===== src/hw/rtl/dtpg_pkg.sv =====
package dtpg_pkg;

   // Field widths of the pixel stream
   localparam int COL_W      = 10;
   localparam int ROW_W      = 9;
   localparam int COLOR_W    = 16;
   localparam int PHASE_W    = 16;

   // Cell tracking widths: index = coordinate / CELL_SIZE, offset = remainder
   localparam int COL_CELL_W = 5;
   localparam int ROW_CELL_W = 4;
   localparam int CELL_OFF_W = 6;
   localparam int CELL_SUM_W = 6;
   localparam int MOD9_W     = 4;

   // Pattern geometry
   localparam int BORDER_W   = 8;
   localparam int STRIPE_W   = 16;
   localparam int CELL_SIZE  = 40;
   localparam int CELL_MOD   = 9;
   localparam int PHASE_STEP = 19;
   localparam int NUM_BARS   = 8;
   localparam int BAR_W      = 3;

   // Stripe offset arithmetic: phase * 19 fits in 21 bits
   localparam int PROD_W     = PHASE_W + 5;
   localparam int RECIP_H_W  = 16;
   localparam int RECIP9_W   = 13;
   localparam logic [RECIP9_W-1:0] RECIP9 = RECIP9_W'((1 << PHASE_W) / CELL_MOD);

   // RGB565 colors
   localparam logic [COLOR_W-1:0] COLOR_WHITE  = 16'hFFFF;
   localparam logic [COLOR_W-1:0] COLOR_ORANGE = 16'hFBC0;
   localparam logic [COLOR_W-1:0] COLOR_DARK   = 16'h1082;

   // Scan position of one pixel request
   typedef struct packed {
      logic [COL_W-1:0]      col;
      logic [ROW_W-1:0]      row;
      logic [COL_CELL_W-1:0] col_cell;
      logic [ROW_CELL_W-1:0] row_cell;
      logic                  eol;
      logic                  eof;
   } dtpg_pos_type;

   // Values derived from the frame phase register
   typedef struct packed {
      logic [COL_W-1:0]  stripe_start;
      logic [MOD9_W-1:0] phase_mod9;
   } dtpg_phase_type;

   // Color of each vertical bar, left to right
   function automatic logic [COLOR_W-1:0] bar_color(input logic [BAR_W-1:0] idx);
      logic [COLOR_W-1:0] c;
      case (idx)
         3'd0:    c = 16'hF800;
         3'd1:    c = 16'h07E0;
         3'd2:    c = 16'h001F;
         3'd3:    c = 16'hFFFF;
         3'd4:    c = 16'h0000;
         3'd5:    c = 16'hFFE0;
         3'd6:    c = 16'h07FF;
         default: c = 16'hF81F;
      endcase
      return c;
   endfunction

   // True when the cell sum is a multiple of nine (sum never exceeds 45)
   function automatic logic cell_hit(input logic [CELL_SUM_W-1:0] s);
      logic hit;
      hit = 1'b0;
      for (int m = 0; m < 6; m++) begin
         if (s == CELL_SUM_W'(m * CELL_MOD)) hit = 1'b1;
      end
      return hit;
   endfunction

endpackage


===== src/hw/rtl/dtpg_req_if.sv =====
interface dtpg_req_if;
   logic valid;
   logic ready;
   logic restart;

   modport source (output valid, output restart, input ready);
   modport sink   (input valid, input restart, output ready);
endinterface


===== src/hw/rtl/dtpg_rsp_if.sv =====
interface dtpg_rsp_if import dtpg_pkg::*; ();
   logic               valid;
   logic               ready;
   logic [COLOR_W-1:0] pixel_color;
   logic [COL_W-1:0]   pixel_column;
   logic [ROW_W-1:0]   pixel_row;
   logic               end_of_line;
   logic               end_of_frame;

   modport source (output valid, output pixel_color, output pixel_column,
                   output pixel_row, output end_of_line, output end_of_frame,
                   input ready);
   modport sink   (input valid, input pixel_color, input pixel_column,
                   input pixel_row, input end_of_line, input end_of_frame,
                   output ready);
endinterface


===== src/hw/rtl/dtpg_phase.sv =====
module dtpg_phase import dtpg_pkg::*; #(
   parameter int H_PIXELS = 800
) (
   input  logic                 clock,
   input  logic                 reset,
   input  logic                 csr_wr_en,
   input  logic [PHASE_W-1:0]   csr_wr_data,
   output dtpg_phase_type       phase,
   output logic                 busy
);

   // floor(2^PROD_W / H): quotient estimate is exact or one low
   localparam logic [RECIP_H_W-1:0] RECIP_H = RECIP_H_W'((1 << PROD_W) / H_PIXELS);
   localparam int PRODH_W = PROD_W + RECIP_H_W;
   localparam int PROD9_W = PHASE_W + RECIP9_W;

   logic [PHASE_W-1:0]   phase_ff;
   logic [PROD_W-1:0]    prod_ff, prod_in;
   logic [RECIP_H_W-1:0] quot_h_ff, quot_h_in;
   logic [RECIP9_W-1:0]  quot9_ff, quot9_in;
   logic [COL_W+1:0]     rem_h_ff, rem_h_in;
   logic [MOD9_W:0]      rem9_ff, rem9_in;
   logic [COL_W-1:0]     stripe_ff, stripe_in;
   logic [MOD9_W-1:0]    mod9_ff, mod9_in;
   logic [1:0]           busy_ff, busy_in;
   logic [PRODH_W-1:0]   prod_h;
   logic [PROD9_W-1:0]   prod9;

   // phase * 19 on write
   assign prod_in = PROD_W'(csr_wr_data) * PROD_W'(PHASE_STEP);

   // reciprocal multiply for both quotients
   assign prod_h    = PRODH_W'(prod_ff) * PRODH_W'(RECIP_H);
   assign quot_h_in = prod_h[PRODH_W-1:PROD_W];
   assign prod9     = PROD9_W'(phase_ff) * PROD9_W'(RECIP9);
   assign quot9_in  = prod9[PROD9_W-1:PHASE_W];

   // remainders, below twice the divisor
   assign rem_h_in = (COL_W+2)'(prod_ff - PROD_W'(quot_h_ff) * PROD_W'(H_PIXELS));
   assign rem9_in  = (MOD9_W+1)'(phase_ff - PHASE_W'(quot9_ff) * PHASE_W'(CELL_MOD));

   // one correcting subtract
   assign stripe_in = (rem_h_ff >= (COL_W+2)'(H_PIXELS)) ?
                      COL_W'(rem_h_ff - (COL_W+2)'(H_PIXELS)) : COL_W'(rem_h_ff);
   assign mod9_in   = (rem9_ff >= (MOD9_W+1)'(CELL_MOD)) ?
                      MOD9_W'(rem9_ff - (MOD9_W+1)'(CELL_MOD)) : MOD9_W'(rem9_ff);

   // stall counter covering the three pipeline steps after a write
   always_comb begin
      if (csr_wr_en) begin
         busy_in = 2'd3;
      end else if (busy_ff != 2'd0) begin
         busy_in = busy_ff - 2'd1;
      end else begin
         busy_in = busy_ff;
      end
   end

   always_ff @(posedge clock) begin
      if (reset) begin
         phase_ff  <= '0;
         prod_ff   <= '0;
         quot_h_ff <= '0;
         quot9_ff  <= '0;
         rem_h_ff  <= '0;
         rem9_ff   <= '0;
         stripe_ff <= '0;
         mod9_ff   <= '0;
         busy_ff   <= '0;
      end else begin
         if (csr_wr_en) begin
            phase_ff <= csr_wr_data;
            prod_ff  <= prod_in;
         end
         quot_h_ff <= quot_h_in;
         quot9_ff  <= quot9_in;
         rem_h_ff  <= rem_h_in;
         rem9_ff   <= rem9_in;
         stripe_ff <= stripe_in;
         mod9_ff   <= mod9_in;
         busy_ff   <= busy_in;
      end
   end

   assign phase.stripe_start = stripe_ff;
   assign phase.phase_mod9   = mod9_ff;
   assign busy               = (busy_ff != 2'd0);

endmodule


===== src/hw/rtl/dtpg_scan.sv =====
module dtpg_scan import dtpg_pkg::*; #(
   parameter int H_PIXELS = 800,
   parameter int V_PIXELS = 480
) (
   input  logic         clock,
   input  logic         reset,
   input  logic         accept,
   input  logic         restart,
   input  logic         down_ready,
   output logic         pos_valid,
   output dtpg_pos_type pos
);

   localparam logic [COL_W-1:0]      LAST_COL  = COL_W'(H_PIXELS - 1);
   localparam logic [ROW_W-1:0]      LAST_ROW  = ROW_W'(V_PIXELS - 1);
   localparam logic [CELL_OFF_W-1:0] LAST_OFF  = CELL_OFF_W'(CELL_SIZE - 1);

   logic [COL_W-1:0]      col_ff, col_in, cur_col;
   logic [ROW_W-1:0]      row_ff, row_in, cur_row;
   logic [COL_CELL_W-1:0] ccell_ff, ccell_in, cur_ccell;
   logic [ROW_CELL_W-1:0] rcell_ff, rcell_in, cur_rcell;
   logic [CELL_OFF_W-1:0] coff_ff, coff_in, cur_coff;
   logic [CELL_OFF_W-1:0] roff_ff, roff_in, cur_roff;
   logic                  valid_ff, valid_in;
   dtpg_pos_type          pos_ff, pos_in;
   logic                  eol, eof;

   // position of this request: restart forces the top-left pixel
   always_comb begin
      cur_col   = restart ? '0 : col_ff;
      cur_row   = restart ? '0 : row_ff;
      cur_ccell = restart ? '0 : ccell_ff;
      cur_rcell = restart ? '0 : rcell_ff;
      cur_coff  = restart ? '0 : coff_ff;
      cur_roff  = restart ? '0 : roff_ff;
   end

   assign eol = (cur_col == LAST_COL);
   assign eof = eol && (cur_row == LAST_ROW);

   // column advance
   always_comb begin
      if (eol) begin
         col_in   = '0;
         coff_in  = '0;
         ccell_in = '0;
      end else begin
         col_in = cur_col + COL_W'(1);
         if (cur_coff == LAST_OFF) begin
            coff_in  = '0;
            ccell_in = cur_ccell + COL_CELL_W'(1);
         end else begin
            coff_in  = cur_coff + CELL_OFF_W'(1);
            ccell_in = cur_ccell;
         end
      end
   end

   // row advance at end of line, wrap at end of frame
   always_comb begin
      if (eof) begin
         row_in   = '0;
         roff_in  = '0;
         rcell_in = '0;
      end else if (eol) begin
         row_in = cur_row + ROW_W'(1);
         if (cur_roff == LAST_OFF) begin
            roff_in  = '0;
            rcell_in = cur_rcell + ROW_CELL_W'(1);
         end else begin
            roff_in  = cur_roff + CELL_OFF_W'(1);
            rcell_in = cur_rcell;
         end
      end else begin
         row_in   = cur_row;
         roff_in  = cur_roff;
         rcell_in = cur_rcell;
      end
   end

   always_comb begin
      pos_in.col      = cur_col;
      pos_in.row      = cur_row;
      pos_in.col_cell = cur_ccell;
      pos_in.row_cell = cur_rcell;
      pos_in.eol      = eol;
      pos_in.eof      = eof;
   end

   assign valid_in = accept ? 1'b1 : (down_ready ? 1'b0 : valid_ff);

   // scan counters
   always_ff @(posedge clock) begin
      if (reset) begin
         col_ff   <= '0;
         row_ff   <= '0;
         ccell_ff <= '0;
         rcell_ff <= '0;
         coff_ff  <= '0;
         roff_ff  <= '0;
         valid_ff <= 1'b0;
      end else begin
         valid_ff <= valid_in;
         if (accept) begin
            col_ff   <= col_in;
            row_ff   <= row_in;
            ccell_ff <= ccell_in;
            rcell_ff <= rcell_in;
            coff_ff  <= coff_in;
            roff_ff  <= roff_in;
         end
      end
   end

   // input stage register
   always_ff @(posedge clock) begin
      if (accept) begin
         pos_ff <= pos_in;
      end
   end

   assign pos_valid = valid_ff;
   assign pos       = pos_ff;

endmodule


===== src/hw/rtl/dtpg_pixel.sv =====
module dtpg_pixel import dtpg_pkg::*; #(
   parameter int H_PIXELS = 800,
   parameter int V_PIXELS = 480
) (
   input  logic           clock,
   input  logic           reset,
   input  logic           pos_valid,
   input  dtpg_pos_type   pos,
   input  dtpg_phase_type phase,
   output logic           out_ready,
   dtpg_rsp_if.source     rsp
);

   localparam logic [COL_W-1:0] RIGHT_EDGE  = COL_W'(H_PIXELS - BORDER_W);
   localparam logic [ROW_W-1:0] BOTTOM_EDGE = ROW_W'(V_PIXELS - BORDER_W);
   localparam int X8_W = COL_W + 3;

   logic                  valid_ff, valid_in;
   logic [COLOR_W-1:0]    color_ff, color_in;
   logic [COL_W-1:0]      col_ff;
   logic [ROW_W-1:0]      row_ff;
   logic                  eol_ff, eof_ff;
   logic                  take;
   logic                  border, stripe, dark;
   logic [COL_W:0]        stripe_end;
   logic [CELL_SUM_W-1:0] cell_sum;
   logic [X8_W-1:0]       x8;
   logic [BAR_W-1:0]      bar_idx;

   assign out_ready = !valid_ff || rsp.ready;
   assign take      = pos_valid && out_ready;

   // overlays
   assign border = (pos.col < COL_W'(BORDER_W)) || (pos.col >= RIGHT_EDGE) ||
                   (pos.row < ROW_W'(BORDER_W)) || (pos.row >= BOTTOM_EDGE);

   assign stripe_end = {1'b0, phase.stripe_start} + (COL_W+1)'(STRIPE_W);
   assign stripe     = (pos.col >= phase.stripe_start) &&
                       ({1'b0, pos.col} < stripe_end);

   assign cell_sum = CELL_SUM_W'(pos.col_cell) + CELL_SUM_W'(pos.row_cell) +
                     CELL_SUM_W'(phase.phase_mod9);
   assign dark     = cell_hit(cell_sum);

   // bar index: number of bar boundaries at or left of 8*x
   assign x8 = {pos.col, 3'b000};
   always_comb begin
      bar_idx = '0;
      for (int k = 1; k < NUM_BARS; k++) begin
         if (x8 >= X8_W'(k * H_PIXELS)) bar_idx = bar_idx + BAR_W'(1);
      end
   end

   // priority select
   always_comb begin
      if (border) begin
         color_in = COLOR_WHITE;
      end else if (stripe) begin
         color_in = COLOR_ORANGE;
      end else if (dark) begin
         color_in = COLOR_DARK;
      end else begin
         color_in = bar_color(bar_idx);
      end
   end

   assign valid_in = take ? 1'b1 : (rsp.ready ? 1'b0 : valid_ff);

   always_ff @(posedge clock) begin
      if (reset) begin
         valid_ff <= 1'b0;
      end else begin
         valid_ff <= valid_in;
      end
   end

   // result register
   always_ff @(posedge clock) begin
      if (take) begin
         color_ff <= color_in;
         col_ff   <= pos.col;
         row_ff   <= pos.row;
         eol_ff   <= pos.eol;
         eof_ff   <= pos.eof;
      end
   end

   assign rsp.valid        = valid_ff;
   assign rsp.pixel_color  = color_ff;
   assign rsp.pixel_column = col_ff;
   assign rsp.pixel_row    = row_ff;
   assign rsp.end_of_line  = eol_ff;
   assign rsp.end_of_frame = eof_ff;

endmodule


===== src/hw/rtl/display_test_pattern_generator_core.sv =====
// Color-bar test pattern source. Each accepted request on req_chan yields one
// RGB565 pixel on rsp_chan in raster order over H_PIXELS x V_PIXELS, with its
// column, row and end-of-line / end-of-frame flags; restart=1 rewinds the scan
// to the top-left pixel for that request. The block sustains one pixel per
// clock while rsp_chan.ready is high and no phase write is settling: a request
// passes a position register and then a result register. A write to the
// frame phase register (csr_wr_en / csr_wr_data) holds req_chan.ready low
// while the stripe column and the phase-mod-9 cell offset are worked out by a
// reciprocal-multiply pipeline; write it between frames.
module display_test_pattern_generator_core import dtpg_pkg::*; #(
   parameter int H_PIXELS = 800,
   parameter int V_PIXELS = 480
) (
   input  logic               clock,
   input  logic               reset,
   dtpg_req_if.sink           req_chan,
   dtpg_rsp_if.source         rsp_chan,
   input  logic               csr_wr_en,
   input  logic [PHASE_W-1:0] csr_wr_data
);

   dtpg_phase_type phase;
   dtpg_pos_type   pos;
   logic           busy;
   logic           pos_valid;
   logic           out_ready;
   logic           accept;

   // phase register and derived offsets
   dtpg_phase #(
      .H_PIXELS (H_PIXELS)
   ) u_phase (
      .clock       (clock),
      .reset       (reset),
      .csr_wr_en   (csr_wr_en),
      .csr_wr_data (csr_wr_data),
      .phase       (phase),
      .busy        (busy)
   );

   // input handshake
   assign req_chan.ready = !busy && (!pos_valid || out_ready);
   assign accept         = req_chan.valid && req_chan.ready;

   // scan position stage
   dtpg_scan #(
      .H_PIXELS (H_PIXELS),
      .V_PIXELS (V_PIXELS)
   ) u_scan (
      .clock      (clock),
      .reset      (reset),
      .accept     (accept),
      .restart    (req_chan.restart),
      .down_ready (out_ready),
      .pos_valid  (pos_valid),
      .pos        (pos)
   );

   // color stage and result register
   dtpg_pixel #(
      .H_PIXELS (H_PIXELS),
      .V_PIXELS (V_PIXELS)
   ) u_pixel (
      .clock     (clock),
      .reset     (reset),
      .pos_valid (pos_valid),
      .pos       (pos),
      .phase     (phase),
      .out_ready (out_ready),
      .rsp       (rsp_chan)
   );

`ifndef SYNTHESIS
   a_eof_on_eol: assert property (@(posedge clock) disable iff (reset)
      rsp_chan.valid && rsp_chan.end_of_frame |-> rsp_chan.end_of_line)
      else $error("end_of_frame without end_of_line");

   a_coord_range: assert property (@(posedge clock) disable iff (reset)
      rsp_chan.valid |-> (rsp_chan.pixel_column <= COL_W'(H_PIXELS - 1)) &&
                         (rsp_chan.pixel_row <= ROW_W'(V_PIXELS - 1)))
      else $error("pixel coordinate outside frame");

   a_restart_origin: assert property (@(posedge clock) disable iff (reset)
      accept && req_chan.restart |=> pos_valid && (pos.col == '0) && (pos.row == '0) &&
                                     (pos.col_cell == '0) && (pos.row_cell == '0))
      else $error("restart did not rewind scan");

   a_csr_stall: assert property (@(posedge clock) disable iff (reset)
      csr_wr_en |=> !req_chan.ready)
      else $error("request taken while phase offsets settle");
`endif

endmodule

===== src/flat_wrapper.sv =====
// flat-port wrapper written by rule: the top's interface ports become plain ports
module display_test_pattern_generator_core_flat import dtpg_pkg::*;
#(
   parameter int H_PIXELS = 800,
   parameter int V_PIXELS = 480
)
  (clock, reset, csr_wr_en, csr_wr_data, req_chan_valid, req_chan_restart, req_chan_ready, rsp_chan_valid, rsp_chan_pixel_color, rsp_chan_pixel_column, rsp_chan_pixel_row, rsp_chan_end_of_line, rsp_chan_end_of_frame, rsp_chan_ready);
  dtpg_req_if req_chan_i ();
  dtpg_rsp_if rsp_chan_i ();
  input  logic clock;
  input  logic reset;
  input  logic csr_wr_en;
  input  logic [PHASE_W-1:0] csr_wr_data;
  input wire logic [$bits(req_chan_i.valid)-1:0] req_chan_valid;
  input wire logic [$bits(req_chan_i.restart)-1:0] req_chan_restart;
  output wire logic [$bits(req_chan_i.ready)-1:0] req_chan_ready;
  output wire logic [$bits(rsp_chan_i.valid)-1:0] rsp_chan_valid;
  output wire logic [$bits(rsp_chan_i.pixel_color)-1:0] rsp_chan_pixel_color;
  output wire logic [$bits(rsp_chan_i.pixel_column)-1:0] rsp_chan_pixel_column;
  output wire logic [$bits(rsp_chan_i.pixel_row)-1:0] rsp_chan_pixel_row;
  output wire logic [$bits(rsp_chan_i.end_of_line)-1:0] rsp_chan_end_of_line;
  output wire logic [$bits(rsp_chan_i.end_of_frame)-1:0] rsp_chan_end_of_frame;
  input wire logic [$bits(rsp_chan_i.ready)-1:0] rsp_chan_ready;
  assign req_chan_i.valid = req_chan_valid;
  assign req_chan_i.restart = req_chan_restart;
  assign req_chan_ready = req_chan_i.ready;
  assign rsp_chan_valid = rsp_chan_i.valid;
  assign rsp_chan_pixel_color = rsp_chan_i.pixel_color;
  assign rsp_chan_pixel_column = rsp_chan_i.pixel_column;
  assign rsp_chan_pixel_row = rsp_chan_i.pixel_row;
  assign rsp_chan_end_of_line = rsp_chan_i.end_of_line;
  assign rsp_chan_end_of_frame = rsp_chan_i.end_of_frame;
  assign rsp_chan_i.ready = rsp_chan_ready;
  display_test_pattern_generator_core #(.H_PIXELS(H_PIXELS), .V_PIXELS(V_PIXELS)) u_core (.clock(clock), .reset(reset), .req_chan(req_chan_i), .rsp_chan(rsp_chan_i), .csr_wr_en(csr_wr_en), .csr_wr_data(csr_wr_data));
endmodule

===== config.mk =====
export PLATFORM = sky130hd
export DESIGN_NAME = display_test_pattern_generator_core_flat
export DESIGN_NICKNAME = d
export VERILOG_FILES = /design/src/hw/rtl/dtpg_pkg.sv /design/src/hw/rtl/dtpg_req_if.sv /design/src/hw/rtl/dtpg_rsp_if.sv /design/src/hw/rtl/dtpg_phase.sv /design/src/hw/rtl/dtpg_scan.sv /design/src/hw/rtl/dtpg_pixel.sv /design/src/hw/rtl/display_test_pattern_generator_core.sv /design/src/flat_wrapper.sv
export SDC_FILE = /design/constraint.sdc
export NUM_CORES = 1
export LEC_CHECK = 0
export ABC_AREA = 1
export BUFFER_PORTS_ARGS = -buffer_cell sky130_fd_sc_hd__clkbuf_2
export CORE_MARGIN = 2
export CORE_UTILIZATION = 30
export DETAILED_ROUTE_END_ITERATION = 7
export SETUP_SLACK_MARGIN = 0.3
export SLEW_MARGIN = 20
export SYNTH_ARGS = -nofsm -noshare
export SYNTH_HDL_FRONTEND = slang
export SYNTH_SLANG_ARGS = --single-unit

===== constraint.sdc =====
create_clock -name clock -period 7.3 [get_ports clock]
set_input_delay 1.46 -clock clock [delete_from_list [all_inputs] [get_ports clock]]
set_output_delay 1.46 -clock clock [all_outputs]
set_load 0.03 [all_outputs]

==> impl_summary.txt, run 1 <==
----------------------------------------------------
[Run status]
  Run status ... completed

[Route]
  Vias per std cell ... 4.54
  WL/cell ... 13.0 µm
  Vias post-DR ... 12.9k
  Number of design rule violations left after detail routing ... 0
  Number of antenna-violating nets in the routed design ... 0
  Iteration-0 DRC count of the detailed router ... 663
  Number of iterations in the first detailed-routing pass ... 5
  Total wire length after detailed routing ... 37,000 µm

[STA]
  Crit path setup slack, layout ... 2640 ps
  Highest achievable clock rate ... 215 MHz
  Final setup vio count ... 0
  Setup clock skew after layout ... 16.0 ps
  Sum of negative setup slack ... 0 ps
  Fraction of the cycle the final worst path needs ... 0.638
  Worst Tran Pin Value ... 924 ps
  Final hold violation count ... 0
  Setup repair after global routing missed its margin ... no
  Min Clock Period, post-route ... 4660 ps
  Final-report max-slew violation count ... 0
  Headroom to the max-slew limit ... 0.383

[Flow run]
  Max cap viols ... 0

[Yosys]
  Number of enable flip-flop cells after synthesis ... 58
  Largest cells by area after synthesis ... ha_1 18%, fa_1 17%, dfxtp_1 15%
  Area share of the largest cell type after synthesis ... 0.177
  Net count after synthesis ... 2,437
  Mean Syn Cell Area ... 8.28 µm²
  Area of the mapped netlist ... 0.0168 mm²
  Cell type contributing the most total cell area after synthesis ... ha_1
  Sequential fraction of the synthesis area ... 0.250
  Leading register cell type out of synthesis ... dfxtp_1
  Warning count from the yosys run ... 0
  Post-synthesis cell type count ... 48
  Top cells by instance count after synthesis ... 454 x inv_1, 286 x nand2_1, 238 x ha_1
  Asr flop ratio synth ... 0
  Count leader, synth ... inv_1
  Synthesized instance count ... 2,031
  Flip-flop and latch count after synthesis ... 181

[Final layout]
  Proportion of layout cells with a drive suffix above 1 ... 0.0627
  Utilization after layout ... 0.335
  Number of nets at the end of the flow ... 2,483
  FILL cells ... 5,808
  Count of antenna diodes in the layout ... 0
  Layout Area Growth over Synthesis ... 10.0%

[Global routing]
  Number of global-route vias before repair ... 12.8k
  First-pass GRT wire length ... 62,400 µm
  Overall global routing resource usage ... 0.133
  Grt ovf ... 0
  Pin count of the biggest net entering global routing ... 66
  Number of antenna violations at the first check in global routing ... 0

[Setup path]
  Classification of the worst setup path ... reg2reg
  Arrival time of data at the critical path endpoint ... 5060 ps
  Crit start category ... flip-flop
  R2r setup slk ... 2640 ps
  Required time of the critical path ... 7710 ps
  Critical Path Fanout Max ... 7
  Endpoint type of the worst setup path ... flip-flop

[Clocking]
  Number of setup buffers added after CTS ... 0
  Clock tree from TritonCTS ... built
  Number of buffers between clock root and the deepest sink ... 2
  CTS root buffer ... clkbuf_16
  Number of buffers created by CTS ... 17
  Clock H-tree levels ... 4
  Hold-fix buffers, CTS ... 0
  Clock slew at the register clock pins of the worst setup and hold paths ... 80 ps
  Number of gates resized after cts ... 0
  Clock insertion delay at the later pin of the skew report ... 470 ps
  Clock Sinks ... 181

[Die]
  Cell row count ... 86
  Die width ... 241 µm
  Die Height ... 241 µm
  Area enclosed by the die boundary ... 0.0580 mm²
  Initial core utilization ... 0.304
  Top-Level Pins ... 61
  Placeable core region ... 0.0553 mm²

[Power and ir drop]
  Final Total Pwr ... 6700 µW
  Cell area power density ... 362 mW/mm²
  Largest voltage drop on the vdd net ... 274 µV
  Static power due to leakage ... 0.00915 µW

[Placed design]
  Half-perimeter wire length of the detailed placement result ... 30,400 µm
  Final Wtd Congestion ... 0.883
  Total of buffers placed on input and output ports ... 60
  DP Worst Slack ... 2670 ps

[Hold path]
  Worst min path class ... reg2reg

----------------------------------------------------
[critical path: stages (launching register included)]
cell	delay [ps]
dfxtp_1	520
fa_1	480
ha_1	330
fa_1	480
fa_1	540
inv_1	50
fa_1	520
inv_1	40
ha_1	400
nand4_1	170
nor3_1	290
nand4_1	170
o2111ai_1	230
a21oi_1	130
nand2_1	80
nand2_1	40
a21oi_1	110
[cells by family after synthesis]
family / synth area share
AND/OR/NAND/NOR: 0.152
multiplexers: 0.000670
AO/OA/AOI/OAI: 0.0993
adder cells (fa/ha/maj): 0.351
XOR/XNOR: 0.0318
buffers and inverters: 0.115
flip-flops: 0.250
[flip-flops by register name, indices dropped and copies added, names as in the netlist, 5 cells and up]
signal                           flops
u_core.u_phase.phase_ff             16
u_core.u_phase.rem9_ff               5
u_core.u_phase.quot_h_ff             7
u_core.u_scan.coff_ff                6
u_core.u_phase.stripe_ff            10
u_core.u_phase.quot9_ff              5
u_core.u_scan.col_ff                10
u_core.u_scan.row_ff                 9
u_core.u_phase.prod_ff              20
u_core.u_scan.roff_ff                6
u_core.u_pixel.rsp.pixel_column     10
u_core.u_phase.rem_h_ff             12
u_core.u_pixel.rsp.pixel_row         9
u_core.u_scan.ccell_ff               5
u_core.u_scan.pos                   30
u_core.u_pixel.rsp.pixel_color       7
[where the power goes]
group          leakage [µW]  switching [µW]  total, µW  internal [µW]
Clock              0.000289             438        954            516
Sequential          0.00155             126       1310           1180
Combinational       0.00731            2770       4440           1670
[stage by stage]
| step | hold WS, ps | cells | instance area [µm²] |
|---|---|---|---|
| after floorplan | 388 | 2031 | 16800 |
| after global placement | 399 | 2806 | 17900 |
| after detailed placement | 398 | 2806 | 17900 |
| after CTS | 408 | 2838 | 18500 |
| after global routing | 427 | 2838 | 18500 |
| final | 405 | 2838 | 18500 |
[routing by layer]
layer	share of wire	routed length, µm	global-route usage
met3	0.040	1490	0.0254
met2	0.46	17000	0.223
met1	0.49	18200	0.180
met5	0	0	0
met4	0.0078	290	0.0239
[cells in the final DEF, fill, tap and decap left out, drive strengths merged, types with 37 or more instances in the layout]
| cell | n |
|---|---|
| inv | 469 |
| nand2 | 294 |
| ha | 238 |
| a21oi | 161 |
| nor2 | 149 |
| fa | 146 |
| dfxtp | 123 |
| o21ai | 104 |
| nand3 | 85 |
| clkbuf | 79 |
| edfxtp | 58 |
| xor2 | 37 |
[layout make-up]
cell class | count | area, µm² | share of cell area
Clock buffer | 19 | 433 | 0.0234
Sequential cell | 181 | 4200 | 0.227
Inverter | 462 | 1730 | 0.0937
Timing Repair Buffer | 66 | 345 | 0.0187
Multi-Input combinational cell | 1349 | 10700 | 0.578
Tap cell | 748 | 936 | 0.0506
Clock inverter | 13 | 161 | 0.00872
[path summary, 6_finish.rpt]
| check | cells after the start | startpoint | endpoint |
|---|---|---|---|
| worst min register to register | 2 | u_core.u_phase.rem_h_ff[3] | u_core.u_phase.stripe_ff[3] |
| worst max register to register | 16 | u_core.u_phase.prod_ff[18] | u_core.u_phase.quot_h_ff[5] |
| worst min-delay path | 2 | u_core.u_phase.rem_h_ff[3] | u_core.u_phase.stripe_ff[3] |
| worst max-delay path | 16 | u_core.u_phase.prod_ff[18] | u_core.u_phase.quot_h_ff[5] |
Power figures use the tool's default switching activity.
==> run 2, diff against run 1 <==
- clock period: 7.3 -> 4.7 ns (I/O delays scaled with it)
==> run 2 against run 1 <==
  * Clock skew shrank 3.3 ps
  * Worst hold slack lost 6.6 ps
  * Via count grew 1.7%
  * Routed wire length grew 1.7%
  * First-iteration DRC count grew 1.2%
  * Clock-buffer cell count shrank 2
  * Critical path depth grew 2
  * Fmax grew 7.9%
  * Die area is the same
  * Power grew 75%
  * Final cell count grew 1.1%
  * Global-route usage is essentially flat
  * Largest power group unchanged
==> impl_summary.txt, run 2 (same netlist as run 1, synthesis figures left out) <==
----------------------------------------------------
[Final layout]
  FILL cells ... 5,734
  Non-filler instance count after layout ... 2,868
  Register Area ... 0.00429 mm²
  Proportion of layout cells with a drive suffix above 1 ... 0.120
  Area used by multi-input combinational logic ... 0.0111 mm²
  Flip-flop count of the largest register, all copies and words added ... 30
  Number of nets at the end of the flow ... 2,513
  Most common cell after layout, fill and taps aside ... inv_1
  Most frequent cells in the layout ... 446 x inv_1, 275 x nand2_1, 216 x ha_1
  Count of antenna diodes in the layout ... 0
  Layout Area Growth over Synthesis ... 14.4%

[Flow run]
  Max cap viols ... 0

[Global routing]
  First-pass GRT wire length ... 62,200 µm
  Pin count of the biggest net entering global routing ... 77
  Overall global routing resource usage ... 0.133
  Number of antenna violations at the first check in global routing ... 0
  Number of global-route vias before repair ... 12.8k
  Grt ovf ... 0

[STA]
  Final hold violation count ... 0
  Worst Tran Pin Value ... 944 ps
  Setup repair after global routing missed its margin ... yes
  Sum of negative setup slack ... 0 ps
  Setup clock skew after layout ... 12.7 ps
  Fraction of the cycle the final worst path needs ... 0.919
  Headroom to the max-slew limit ... 0.369
  Final setup vio count ... 0
  Highest achievable clock rate ... 232 MHz
  Final-report max-slew violation count ... 0
  Crit path setup slack, layout ... 382 ps
  Min Clock Period, post-route ... 4320 ps

[Power and ir drop]
  Static power due to leakage ... 0.00932 µW
  Cell area power density ... 611 mW/mm²
  Largest voltage drop on the vdd net ... 636 µV

[Placed design]
  Final Wtd Congestion ... 0.916
  Half-perimeter wire length of the detailed placement result ... 30,500 µm
  Total of buffers placed on input and output ports ... 60
  Post-Place Cells ... 2,813
  DP Worst Slack ... 184 ps

[Setup path]
  Launch point of the worst reg-to-reg path ... u_core.u_phase.prod_ff[16]
  Classification of the worst setup path ... reg2reg
  Launching element of the worst setup path ... u_core.u_phase.prod_ff[16]
  Endpoint type of the worst setup path ... flip-flop
  Required time of the critical path ... 5100 ps
  Cells traversed along the worst timing path ... fa_1 > ha_4 > inv_1 > fa_1 > inv_1 > fa_1 > inv_1 > fa_1 > inv_2 > ha_4 > nand4_1 > nor3_2 > nand4_1 > o2111ai_4 > a21oi_2 > nand2_1 > nand2_1 > a21oi_2
  Crit start category ... flip-flop
  Arrival time of data at the critical path endpoint ... 4720 ps
  Standard cell with the maximum stage delay on the critical path ... fa_1
  Critical register-to-register path endpoint ... u_core.u_phase.quot_h_ff[5]
  Critical Path Fanout Max ... 6
  Timing endpoint of the critical path ... u_core.u_phase.quot_h_ff[5]
  Top cell by count, worst path ... fa_1
  Cell depth of the worst flop-to-flop path ... 18
  CP max stage delay ... 580 ps
  R2r setup slk ... 380 ps

[Hold path]
  Startpoint of the worst hold path ... u_core.u_phase.rem_h_ff[3]
  Worst min path class ... reg2reg

[Die]
  Cell row count ... 86
  Top-Level Pins ... 61
  Placeable core region ... 0.0553 mm²
  Die width ... 241 µm
  Area enclosed by the die boundary ... 0.0580 mm²
  Initial core utilization ... 0.304
  Die Height ... 241 µm

[Clocking]
  CTS root buffer ... clkbuf_16
  Hold-fix buffers, CTS ... 0
  Number of buffers between clock root and the deepest sink ... 2
  Clock insertion delay at the later pin of the skew report ... 460 ps
  Clock tree from TritonCTS ... built
  Clock Sinks ... 181
  Clock slew at the register clock pins of the worst setup and hold paths ... 80 ps
  Clock H-tree levels ... 4
  Number of buffers created by CTS ... 17

[Run status]
  Run status ... completed

[Route]
  Number of design rule violations left after detail routing ... 0
  Iteration-0 DRC count of the detailed router ... 671
  Vias post-DR ... 13.1k
  Number of iterations in the first detailed-routing pass ... 5
  Number of antenna-violating nets in the routed design ... 0
  Vias per std cell ... 4.57
  Total wire length after detailed routing ... 37,600 µm
  WL/cell ... 13.1 µm

----------------------------------------------------
run 2: power breakdown:
| part | switching (µW) | internal, µW |
|---|---|---|
| clock network | 691 | 810 |
| registers | 184 | 1840 |
| logic | 4790 | 3420 |
| total | 5660 | 6080 |
run 2: timing repair:
action | CTS | global route
gates cloned | 0 | 0
pin swaps | 0 | 39
setup buffers | 0 | 23
gates resized for setup | 17 | 101
setup endpoints to repair | 9 | 17
run 2: worst min-delay path by stage:
stage                                  endpoint  slack, ps  cells after the start
floorplan           u_core.u_phase.stripe_ff[0]        390                      2
global placement    u_core.u_phase.stripe_ff[1]        400                      2
detailed placement  u_core.u_phase.stripe_ff[1]        400                      2
CTS                 u_core.u_phase.stripe_ff[3]        400                      2
global route        u_core.u_phase.stripe_ff[2]        410                      2
finish              u_core.u_phase.stripe_ff[3]        400                      2
run 2: per-layer routing:
metal	vias to the layer above	GRT usage	wire length [µm]
met5	-	0	0
met4	0	0.0247	316
met3	30	0.0231	1380
met1	6238	0.182	18400
met2	224	0.222	17600
li1	6623	-	-
run 2: per-stage QoR:
step	total power, µW	hold WS [ps]	utilization	instance area, µm²
detailed placement	8910	396	0.325	18000
global route	13100	407	0.348	19200
CTS	10500	397	0.337	18600
finish	11700	398	0.348	19200
floorplan	7300	388	-	16800
global placement	8890	399	0.325	18000
run 2: final cells by class:
class	count	share of cell area
Sequential cell	181	0.223
Clock inverter	15	0.0102
Multi-Input combinational cell	1349	0.576
Inverter	462	0.0902
Clock buffer	17	0.0221
Timing Repair Buffer	96	0.0303
Tap cell	748	0.0487
run 2: worst max-delay path, delay by kind of cell (launching register included):
kind            cells  cell delay (ps)
buf+inv             4              200
fa+ha+maj           6             2530
simple gates        5              820
flops               1              380
compound gates      3              330
